===== src/hw/rtl/fl32_pkg.sv =====
// ============================================================================
// Fletcher-32 checksum package
// Widths, reset values and default sizes shared by the checksum unit and its
// channel interfaces.
// ============================================================================
package fl32_pkg;

   localparam int unsigned WORD_W       = 16;
   localparam int unsigned CHECKSUM_W   = 32;
   localparam int unsigned HALF_W       = 16;
   localparam int unsigned FIRST_SUM_W  = 26;
   localparam int unsigned SECOND_SUM_W = 34;

   localparam int unsigned DEFAULT_FOLD_BLOCK_WORDS = 360;

   localparam logic [HALF_W-1:0] SUM_INIT = 16'hFFFF;

endpackage


===== src/hw/rtl/fl32_if.sv =====
// ============================================================================
// Fletcher-32 checksum channel interfaces
// Valid/ready channels for the message words and for the checksums.
// ============================================================================
interface fl32_req_if import fl32_pkg::*; ();

   logic              valid;
   logic              ready;
   logic [WORD_W-1:0] word;
   logic              is_last;
   logic              no_words;

   modport source (output valid, word, is_last, no_words, input ready);
   modport sink   (input valid, word, is_last, no_words, output ready);

endinterface

interface fl32_rsp_if import fl32_pkg::*; ();

   logic                  valid;
   logic                  ready;
   logic [CHECKSUM_W-1:0] checksum;

   modport source (output valid, checksum, input ready);
   modport sink   (input valid, checksum, output ready);

endinterface


===== src/hw/rtl/fletcher32_checksum_unit.sv =====
// ============================================================================
// Fletcher-32 checksum unit
// Running Fletcher-32 style checksum over a stream of 16-bit words, with a
// fold of both sums after every block of words and two folds at the end.
// ============================================================================
//
//   Channel   Direction   Payload                       Transfer when
//   req_if    in          word, is_last, no_words       valid && ready
//   rsp_if    out         checksum                      valid && ready
//
// One word is taken per clock cycle unless a stalled result holds back the
// input register. rsp_if.valid rises once the last word (or an empty-message
// item) has passed the input register, the fold register and the output
// register. The sum update (two adds and a fold) is combinational, so the
// state loop sustains one word per cycle. Reset is synchronous and returns
// both sums to 0xFFFF and the block counter to zero. A stalled result only
// holds back words once the fold and output registers are both full; words
// that close no message keep flowing while a checksum waits.
//
module fletcher32_checksum_unit import fl32_pkg::*; #(
   parameter int unsigned FOLD_BLOCK_WORDS = DEFAULT_FOLD_BLOCK_WORDS
) (
   input  logic        clock,
   input  logic        reset,
   fl32_req_if.sink    req_if,
   fl32_rsp_if.source  rsp_if
);

   // The block counter only needs to reach the block size itself.
   localparam int unsigned CNT_W = $clog2(FOLD_BLOCK_WORDS + 1);
   localparam logic [CNT_W-1:0] BLOCK_WORDS = CNT_W'(FOLD_BLOCK_WORDS);

   typedef struct packed {
      logic              valid;
      logic [WORD_W-1:0] word;
      logic              is_last;
      logic              no_words;
   } in_stage_type;

   typedef struct packed {
      logic                    valid;
      logic [FIRST_SUM_W-1:0]  first;
      logic [SECOND_SUM_W-1:0] second;
   } fold_stage_type;

   // Adds the bits above the low half back into the low half.
   function automatic logic [FIRST_SUM_W-1:0] fold_first(input logic [FIRST_SUM_W-1:0] x);
      return FIRST_SUM_W'(x[HALF_W-1:0]) + FIRST_SUM_W'(x[FIRST_SUM_W-1:HALF_W]);
   endfunction

   function automatic logic [SECOND_SUM_W-1:0] fold_second(
      input logic [SECOND_SUM_W-1:0] x);
      return SECOND_SUM_W'(x[HALF_W-1:0]) + SECOND_SUM_W'(x[SECOND_SUM_W-1:HALF_W]);
   endfunction

   in_stage_type            a_ff, a_in;
   fold_stage_type          b_ff, b_in;
   logic                    c_valid_ff, c_valid_in;
   logic [CHECKSUM_W-1:0]   checksum_ff, checksum_in;

   logic [FIRST_SUM_W-1:0]  first_sum_ff, first_sum_in;
   logic [SECOND_SUM_W-1:0] second_sum_ff, second_sum_in;
   logic [CNT_W-1:0]        words_ff, words_in;

   logic                    a_has_result, a_ready, a_fire;
   logic                    b_ready, c_ready;
   logic [FIRST_SUM_W-1:0]  first_add, first_folded, first_final;
   logic [SECOND_SUM_W-1:0] second_add, second_folded, second_final;
   logic [CNT_W-1:0]        words_inc;
   logic                    do_fold;

   // ------------------------------------------------------------------------
   // Handshake. Each stage takes a new entry when it is empty or when its own
   // entry moves on in the same cycle. Words that close no message leave the
   // input register without needing room further down.
   // ------------------------------------------------------------------------
   assign c_ready      = !c_valid_ff || rsp_if.ready;
   assign b_ready      = !b_ff.valid || c_ready;
   assign a_has_result = a_ff.is_last || a_ff.no_words;
   assign a_ready      = !a_ff.valid || !a_has_result || b_ready;
   assign a_fire       = a_ff.valid && a_ready;

   assign req_if.ready    = a_ready;
   assign rsp_if.valid    = c_valid_ff;
   assign rsp_if.checksum = checksum_ff;

   // Input register.
   always_comb begin
      a_in = a_ff;
      if (a_fire) begin
         a_in.valid = 1'b0;
      end
      if (req_if.valid && a_ready) begin
         a_in.valid    = 1'b1;
         a_in.word     = req_if.word;
         a_in.is_last  = req_if.is_last;
         a_in.no_words = req_if.no_words;
      end
   end

   // ------------------------------------------------------------------------
   // Sum update. The word goes into the first sum, the new first sum into the
   // second, and both are folded when a block completes or the message ends.
   // ------------------------------------------------------------------------
   assign first_add     = first_sum_ff + FIRST_SUM_W'(a_ff.word);
   assign second_add    = second_sum_ff + SECOND_SUM_W'(first_add);
   assign words_inc     = words_ff + CNT_W'(1);
   assign do_fold       = (words_inc >= BLOCK_WORDS) || a_ff.is_last;
   assign first_folded  = fold_first(first_add);
   assign second_folded = fold_second(second_add);

   always_comb begin
      first_sum_in  = first_sum_ff;
      second_sum_in = second_sum_ff;
      words_in      = words_ff;
      if (a_fire) begin
         if (a_has_result) begin
            // The message is complete or empty: the sums start afresh.
            first_sum_in  = FIRST_SUM_W'(SUM_INIT);
            second_sum_in = SECOND_SUM_W'(SUM_INIT);
            words_in      = '0;
         end else if (do_fold) begin
            first_sum_in  = first_folded;
            second_sum_in = second_folded;
            words_in      = '0;
         end else begin
            first_sum_in  = first_add;
            second_sum_in = second_add;
            words_in      = words_inc;
         end
      end
   end

   // Fold register. An empty message enters with both sums at their initial
   // value, which the final fold leaves unchanged, giving all ones.
   always_comb begin
      b_in = b_ff;
      if (b_ff.valid && c_ready) begin
         b_in.valid = 1'b0;
      end
      if (a_fire && a_has_result) begin
         b_in.valid = 1'b1;
         if (a_ff.no_words) begin
            b_in.first  = FIRST_SUM_W'(SUM_INIT);
            b_in.second = SECOND_SUM_W'(SUM_INIT);
         end else begin
            b_in.first  = first_folded;
            b_in.second = second_folded;
         end
      end
   end

   // ------------------------------------------------------------------------
   // Final fold and output register. The second sum is shifted into the upper
   // half and ORed with the whole first sum, truncated to the checksum width.
   // ------------------------------------------------------------------------
   assign first_final  = fold_first(b_ff.first);
   assign second_final = fold_second(b_ff.second);

   always_comb begin
      c_valid_in  = c_valid_ff;
      checksum_in = checksum_ff;
      if (c_valid_ff && rsp_if.ready) begin
         c_valid_in = 1'b0;
      end
      if (b_ff.valid && c_ready) begin
         c_valid_in  = 1'b1;
         checksum_in = {second_final[HALF_W-1:0], HALF_W'(0)}
                     | CHECKSUM_W'(first_final);
      end
   end

   always_ff @(posedge clock) begin
      checksum_ff <= checksum_in;
      if (reset) begin
         a_ff          <= '0;
         b_ff          <= '0;
         c_valid_ff    <= 1'b0;
         first_sum_ff  <= FIRST_SUM_W'(SUM_INIT);
         second_sum_ff <= SECOND_SUM_W'(SUM_INIT);
         words_ff      <= '0;
      end else begin
         a_ff          <= a_in;
         b_ff          <= b_in;
         c_valid_ff    <= c_valid_in;
         first_sum_ff  <= first_sum_in;
         second_sum_ff <= second_sum_in;
         words_ff      <= words_in;
      end
   end

`ifndef SYNTH
   // The block counter never reaches the block size; it clears on the fold.
   assert property (@(posedge clock) disable iff (reset)
      words_ff < BLOCK_WORDS)
      else $error("block word counter reached the block size");

   // A message end or an empty message leaves the sums at their initial value.
   assert property (@(posedge clock) disable iff (reset)
      (a_fire && a_has_result) |=> (first_sum_ff == FIRST_SUM_W'(SUM_INIT)
                                    && second_sum_ff == SECOND_SUM_W'(SUM_INIT)
                                    && words_ff == '0))
      else $error("sums not restarted after a message end");

   // An entry in the fold register that finds room reaches the output register.
   assert property (@(posedge clock) disable iff (reset)
      (b_ff.valid && c_ready) |=> c_valid_ff)
      else $error("folded sums lost on the way to the output register");
`endif

endmodule


===== src/flat_wrapper.sv =====
// flat-port wrapper written by rule: the top's interface ports become plain ports
module fletcher32_checksum_unit_flat import fl32_pkg::*;
#(
   parameter int unsigned FOLD_BLOCK_WORDS = DEFAULT_FOLD_BLOCK_WORDS
)
  (clock, reset, req_if_valid, req_if_word, req_if_is_last, req_if_no_words, req_if_ready, rsp_if_valid, rsp_if_checksum, rsp_if_ready);
  fl32_req_if req_if_i ();
  fl32_rsp_if rsp_if_i ();
  input  logic clock;
  input  logic reset;
  input wire logic [$bits(req_if_i.valid)-1:0] req_if_valid;
  input wire logic [$bits(req_if_i.word)-1:0] req_if_word;
  input wire logic [$bits(req_if_i.is_last)-1:0] req_if_is_last;
  input wire logic [$bits(req_if_i.no_words)-1:0] req_if_no_words;
  output wire logic [$bits(req_if_i.ready)-1:0] req_if_ready;
  output wire logic [$bits(rsp_if_i.valid)-1:0] rsp_if_valid;
  output wire logic [$bits(rsp_if_i.checksum)-1:0] rsp_if_checksum;
  input wire logic [$bits(rsp_if_i.ready)-1:0] rsp_if_ready;
  assign req_if_i.valid = req_if_valid;
  assign req_if_i.word = req_if_word;
  assign req_if_i.is_last = req_if_is_last;
  assign req_if_i.no_words = req_if_no_words;
  assign req_if_ready = req_if_i.ready;
  assign rsp_if_valid = rsp_if_i.valid;
  assign rsp_if_checksum = rsp_if_i.checksum;
  assign rsp_if_i.ready = rsp_if_ready;
  fletcher32_checksum_unit #(.FOLD_BLOCK_WORDS(FOLD_BLOCK_WORDS)) u_core (.clock(clock), .reset(reset), .req_if(req_if_i), .rsp_if(rsp_if_i));
endmodule

===== config.mk =====
export PLATFORM = sky130hd
export DESIGN_NAME = fletcher32_checksum_unit_flat
export DESIGN_NICKNAME = d
export VERILOG_FILES = /design/src/hw/rtl/fl32_pkg.sv /design/src/hw/rtl/fl32_if.sv /design/src/hw/rtl/fletcher32_checksum_unit.sv /design/src/flat_wrapper.sv
export SDC_FILE = /design/constraint.sdc
export NUM_CORES = 1
export LEC_CHECK = 0
export BUFFER_PORTS_ARGS = -buffer_cell sky130_fd_sc_hd__buf_2
export CORE_MARGIN = 5
export CORE_UTILIZATION = 62
export DETAILED_ROUTE_END_ITERATION = 7
export PLACE_DENSITY = 0.81
export SKIP_LAST_GASP = 1
export SYNTH_ARGS = -nofsm -noshare
export SYNTH_HDL_FRONTEND = slang
export SYNTH_SLANG_ARGS = --single-unit

===== constraint.sdc =====
create_clock -name clock -period 6.7 [get_ports clock]
set_clock_uncertainty 0.2 [all_clocks]
set_input_delay 1.005 -clock clock [delete_from_list [all_inputs] [get_ports clock]]
set_output_delay 1.005 -clock clock [all_outputs]
set_load 0.05 [all_outputs]

# --- Yosys cells after proc, flatten, opt, wreduce, memory -nomap -nowiden ---
# Index checks and enable logic that the tools add are counted.
op_classes:
  n_addsub: 7
  mul: 0
  div: 0
  magnitude_cmp: 1
  n_eq_ne: 0
  n_shift: 0
  n_mux: 13
  n_bitwise: 1
  n_reduce_logical: 18
op_table:
  columns: ["op", "n"]
  rows:
  - ["$mux 34", 2]
  - ["$mux 61", 1]
  - ["$mux 60", 1]
  - ["$mux 26", 2]
  - ["$add 16x10->17", 2]
  - ["$add 34x26->34", 1]
  - ["$or 32x26->32", 1]
  - ["$add 26x16->26", 1]
  - ["$add 16x18->19", 1]
  - ["$mux 19", 1]
  - ["$mux 9", 2]
  - ["$add 16x16->16", 1]
  - ["$add 9x1->9 const B", 1]
  - ["$ge 9x9->1 const B", 1]
  - ["$logic_or 1x1->1", 6]
  - ["$reduce_bool 2->1", 3]
  - ["$logic_and 1x1->1", 5]
  - ["$logic_not 1->1", 4]
  - ["$mux 1", 4]
totals:
  ff_bits: 182
  latch_bits: 0
  mem_bits_rw: 0
  rom_bits: 0
  memories: 0

# --- Logic depth before layout (Yosys ltp) ---
logic_depth:
  ltp_word: 7
  mapped_depth: 28

# --- Least setup slack after synthesis ---
# OpenSTA, ideal clock, no wires.
synth_path:
  kind: "register to register"
  from: "register u_core.first_sum_ff[0]"
  to: "register u_core.second_sum_ff[18]"
  arrival_time_ns: 5.757
  required_time_ns: 6.378
  setup_slack_ns: 0.621
  path_stages_with_launch: 28
  n_path_buf: 0
  synth_period_minus_slack_ns: 6.079
  path_cell_list: "dfxtp_1 -> ha_1 -> inv_1 -> fa_1 -> and2b_1 -> o2111ai_1 -> and3_1 -> o311ai_1 -> o31ai_1 -> nor2_1 -> xnor2_1 -> ha_1 -> nand2_1 -> o21ai_0 -> a41oi_1 -> o31a_1 -> o21ai_0 -> xnor2_1 -> ha_1 -> a211oi_1 -> o21bai_1 -> a211oi_1 -> nor2_1 -> a21oi_1 -> o21ai_0 -> and3_1 -> nor3b_1 -> a221o_1"
synth_via:
  elab_chain_len: 5
synth_lines:
  columns: ["item", "line_no", "rtl"]
  rows:
  - ["start: declaration", "fletcher32_checksum_unit.sv:61", "logic [FIRST_SUM_W-1:0] first_sum_ff, first_sum_in;"]
  - ["start signal: assignment", "fletcher32_checksum_unit.sv:179", "first_sum_ff <= FIRST_SUM_W'(SUM_INIT);"]
  - ["start signal: assignment", "fletcher32_checksum_unit.sv:186", "first_sum_ff <= first_sum_in;"]
  - ["$add 26x16->26 *", "fletcher32_checksum_unit.sv:105", "assign first_add = first_sum_ff + FIRST_SUM_W'(a_ff.word);"]
  - ["$add 34x26->34 *", "fletcher32_checksum_unit.sv:106", "assign second_add = second_sum_ff + SECOND_SUM_W'(first_add);"]
  - ["$add 16x18->19", "fletcher32_checksum_unit.sv:53", "return SECOND_SUM_W'(x[HALF_W-1:0]) + SECOND_SUM_W'(x[SECOND_SUM_W-1:HALF_W]);"]
  - ["$mux 34 *", "fletcher32_checksum_unit.sv:122", "end else if (do_fold) begin"]
  - ["$mux 34 *", "fletcher32_checksum_unit.sv:117", "if (a_has_result) begin"]
  - ["end signal: assignment", "fletcher32_checksum_unit.sv:180", "second_sum_ff <= SECOND_SUM_W'(SUM_INIT);"]
  - ["end signal: assignment", "fletcher32_checksum_unit.sv:187", "second_sum_ff <= second_sum_in;"]
  - ["end: declaration", "fletcher32_checksum_unit.sv:62", "logic [SECOND_SUM_W-1:0] second_sum_ff, second_sum_in;"]
# Mark *: on every way between the ends. The rest lies on a longest branch, timed or not.
# A chain may end at the register's enable or synchronous reset.

# --- Final worst setup path ---
layout_path:
  from: "register u_core.first_sum_ff[0]"
  to: "register u_core.second_sum_ff[15]"
# Same word-level chain as after synthesis.

==> impl_metrics.csv <==
group,metric,value,unit
critical_path,ff2ff_setup_slack,240,ps
grt,grt_pass1_vias,8779,
synthesis,syn_area,10150,µm²
placement,gp_congestion,1.004,
clock_tree,cts_inserted_buffers,17,
pwr,power.share.sequential,0.270,
cells_and_area,antennaDiodeCount,0,
run_status,outcome,"finished clean",
critical_path,slowest_stage,"or4_1",
critical_path,worstReg2RegEnd,"u_core.second_sum_ff[15]",
synthesis,synth-seq-cells,158,
pwr,leakage,4.747,nW
critical_path,cp_max_fo,3,
critical_path,cp_num_buf_inv,6,
sta,fin_hold_ws,261.0,ps
floorplanning,dieArea,19030,µm²
placement,dp_cells,1496,
floorplanning,core_area,16000,µm²
synthesis,syn_inst,1213,
detailed_routing,ant_nets,0,
sta,finalSetupViolCount,0,
grt,grt_pass1_wl,44.93,mm
job,maxCapViolCount,0,
pwr,power_switching,1.681,mW
cells_and_area,num-nets-final,1406,
sta,period_share,0.9638,
critical_path,max_stage_delay,510,ps
synthesis,ys_async_sr_fraction,0,
critical_path,crit_path_end_kind,"flip-flop",
sta,rsz0062_at_grt,"yes",
placement,placedInstanceArea,10910,µm²
critical_path,cpLargestDelayFamily,"compound AO/OA/AOI/OAI gates",
floorplanning,fp.dieH,138.0,µm
critical_path,cp.arrival,6590,ps
clock_tree,htreeDepth,4,
synthesis,synth_edf_count,32,
detailed_routing,dr.pass1.iters,5,
placement,port_buffers,55,
min_path,min-delay-start,"u_core.words_ff[7]",
pwr,internal_power,2.276,mW
critical_path,critical_path_class,"reg -> reg",
sta,max_freq,154.9,MHz
sta,drv_slew,0,
grt,grt_overflow,0,
synthesis,synth_mux_area_frac,0.007518,
critical_path,critPathLaunchType,"flip-flop",
pwr,swShare,0.4248,
detailed_routing,routed_via_density,6.245,
min_path,hold_path_class,"reg -> reg",
cells_and_area,drive_above_1_share,0.1558,
clock_tree,max-clock-path-buffers,2,
floorplanning,die_x,138.0,µm
floorplanning,start_util,0.6345,
critical_path,required,6830,ps
synthesis,yosysSeqAreaShare,0.3431,
clock_tree,clk_latency,430,ps
placement,place_hpwl,21.33,mm
synthesis,synthXorXnorAreaFrac,0.09305,
min_path,holdPathEnd,"u_core.words_ff[7]",
clock_tree,cts.sinks,158,
min_path,min_path_cells,2,
clock_tree,clockRootBuffer,"clkbuf_16",
critical_path,crit_path_start,"u_core.first_sum_ff[0]",
floorplanning,fp-row-count,46,
synthesis,synth_cell_type_count,81,
synthesis,syn_nets,1316,
pwr,p_clk_frac,0.241,
grt,antenna_found_initial,0,
clock_tree,tritoncts,"built",
pwr,combPwrFrac,0.489,
sta,min_period,6458,ps
synthesis,synth-simple-area-share,0.1904,
synthesis,yosysWarnings,0,
critical_path,reg2regPathDepth,30,
cells_and_area,area_growth,15.13,%
synthesis,synth_compound_area_frac,0.2260,
detailed_routing,wl_per_cell,18.78,µm
floorplanning,io_pins,56,
cells_and_area,post-route-util,0.7305,
grt,grt_max_degree,61,
synthesis,synth_ff_type,"dfxtp_1",
synthesis,synth_top_family_by_area,"compound AO/OA/AOI/OAI gates",
clock_tree,path_clk_slew,70,ps
synthesis,yosys.area_share.adder,0.1035,
sta,finalHoldViolCount,0,
detailed_routing,drt_wl_total,28.77,mm
sta,max-slew-margin-rel,0.2498,
sta,worstMarginPinSlew,1121,ps
pwr,powerDensity,338.5,nW/µm²
cells_and_area,finalNonFillerCells,1532,
pwr,ir_drop,0.2463,mV
detailed_routing,drtIter0Drc,976,
grt,grt_usage,0.3040,
synthesis,syn_area_per_cell,8.370,µm²
clock_tree,hold_buffers,0,
cells_and_area,finalInstanceArea,11690,µm²
critical_path,r2r_start,"u_core.first_sum_ff[0]",
detailed_routing,vias,9568,
detailed_routing,drc,0,
==> how the worst max path moves through the flow <==
stage	to	slack [ps]	depth (start not counted)
2_1_floorplan	u_core.second_sum_ff[18]	620	27
5_1_grt	u_core.second_sum_ff[14]	-70	30
3_5_place_dp	u_core.b_ff[18]	-300	27
3_3_place_gp	u_core.b_ff[18]	-300	27
4_1_cts	u_core.second_sum_ff[14]	50	29
6_report	u_core.second_sum_ff[15]	240	30
==> layer usage <==
| metal | vias to the layer above | routed length [µm] | GRT usage |
|---|---|---|---|
| met5 | - | 0 | 0 |
| met3 | 63 | 2399 | 0.04427 |
| met1 | 4501 | 12180 | 0.4087 |
| met2 | 412 | 13410 | 0.5041 |
| met4 | 0 | 778 | 0.1010 |
| li1 | 4592 | - | - |
==> cells in the final DEF (no fill, tap or decap), types with 36 or more instances in the layout <==
| cell type | n |
|---|---|
| a21oi_1 | 119 |
| buf_2 | 55 |
| buf_4 | 59 |
| dfxtp_1 | 126 |
| ha_1 | 75 |
| inv_1 | 40 |
| nand2_1 | 123 |
| nand3_1 | 36 |
| nor2_1 | 115 |
| o21ai_0 | 72 |
| xnor2_1 | 67 |
==> power by group through the flow <==
stage / clock, mW / sequential [mW] / combinational [mW]
after CTS: 0.958 / 1.06 / 1.82
after global placement: 0 / 1.08 / 1.79
after global routing: 0.999 / 1.07 / 2.08
after detailed placement: 0 / 1.08 / 1.80
final: 0.954 / 1.07 / 1.94
after floorplan: 0 / 1.08 / 1.25
==> cell type report <==
cell class	instances	area, µm²
Sequential cell	158	3483
Clock inverter	15	157.7
Inverter	42	157.7
Multi-Input combinational cell	970	6476
Tap cell	216	270.3
Clock buffer	17	425.4
Timing Repair Buffer	114	718.2
Fill cell	1279	4312
==> timing repair <==
item	CTS	global route
resized for setup	7	31
pin swaps	1	4
setup buffers	1	3
endpoints found under the setup margin	11	11
==> synth_stat cells (8+ instances only) <==
cell	n	area (µm²)
a31oi_1	13	81.33
o21a_1	10	75.07
xnor2_1	71	621.9
nor3_1	33	165.2
nand3_1	36	180.2
nand4_1	14	87.58
clkbuf_1	32	120.1
nor2b_1	12	75.07
nor2_1	116	435.4
ha_1	76	950.9
o21bai_1	10	75.07
o21ai_0	80	400.4
nand2b_1	15	93.84
dfxtp_1	126	2522
xor2_1	35	306.5
a211oi_1	19	142.6
and2_1	8	50.05
nand2_1	123	461.7
a21oi_1	127	635.6
edfxtp_1	32	960.9
and3_1	15	93.84
inv_1	40	150.1
o22ai_1	20	125.1
a21o_1	22	165.2
==> sequential cells by signal, indices dropped and copies added, names as in the netlist <==
| name | cells |
|---|---|
| u_core.b_ff | 37 |
| u_core.a_ff | 19 |
| u_core.words_ff | 9 |
| u_core.rsp_if.checksum | 32 |
| u_core.rsp_if.valid | 1 |
| u_core.second_sum_ff | 34 |
| u_core.first_sum_ff | 26 |
==> stage by stage <==
| step | setup slack [ps] | setup TNS [ps] | total power, mW |
|---|---|---|---|
| 3_5_place_dp | -301.8 | -1723 | 2.884 |
| 2_1_floorplan | 621.2 | 0 | 2.330 |
| 6_report | 242.4 | 0 | 3.957 |
| 4_1_cts | 46.95 | 0 | 3.839 |
| 5_1_grt | -67.70 | -100.6 | 4.150 |
| 3_3_place_gp | -298.4 | -1233 | 2.869 |
==> cell families after synthesis <==
family / Yosys count
multiplexers: 7
AND/OR/NAND/NOR: 411
flip-flops: 158
XOR/XNOR: 107
buffers and inverters: 85
adder cells (fa/ha/maj): 81
AO/OA/AOI/OAI: 364
==> worst reg2reg max path, delay by kind of cell, from the launching register on <==
family,cells,cell delay [ps]
AND/OR/NAND/NOR,7,1520
buffers and inverters,6,700
AO/OA/AOI/OAI,11,2340
adder cells (fa/ha/maj),4,1060
XOR/XNOR,2,200
flip-flops,1,340
No activity file was read; power rests on OpenSTA's default activity.
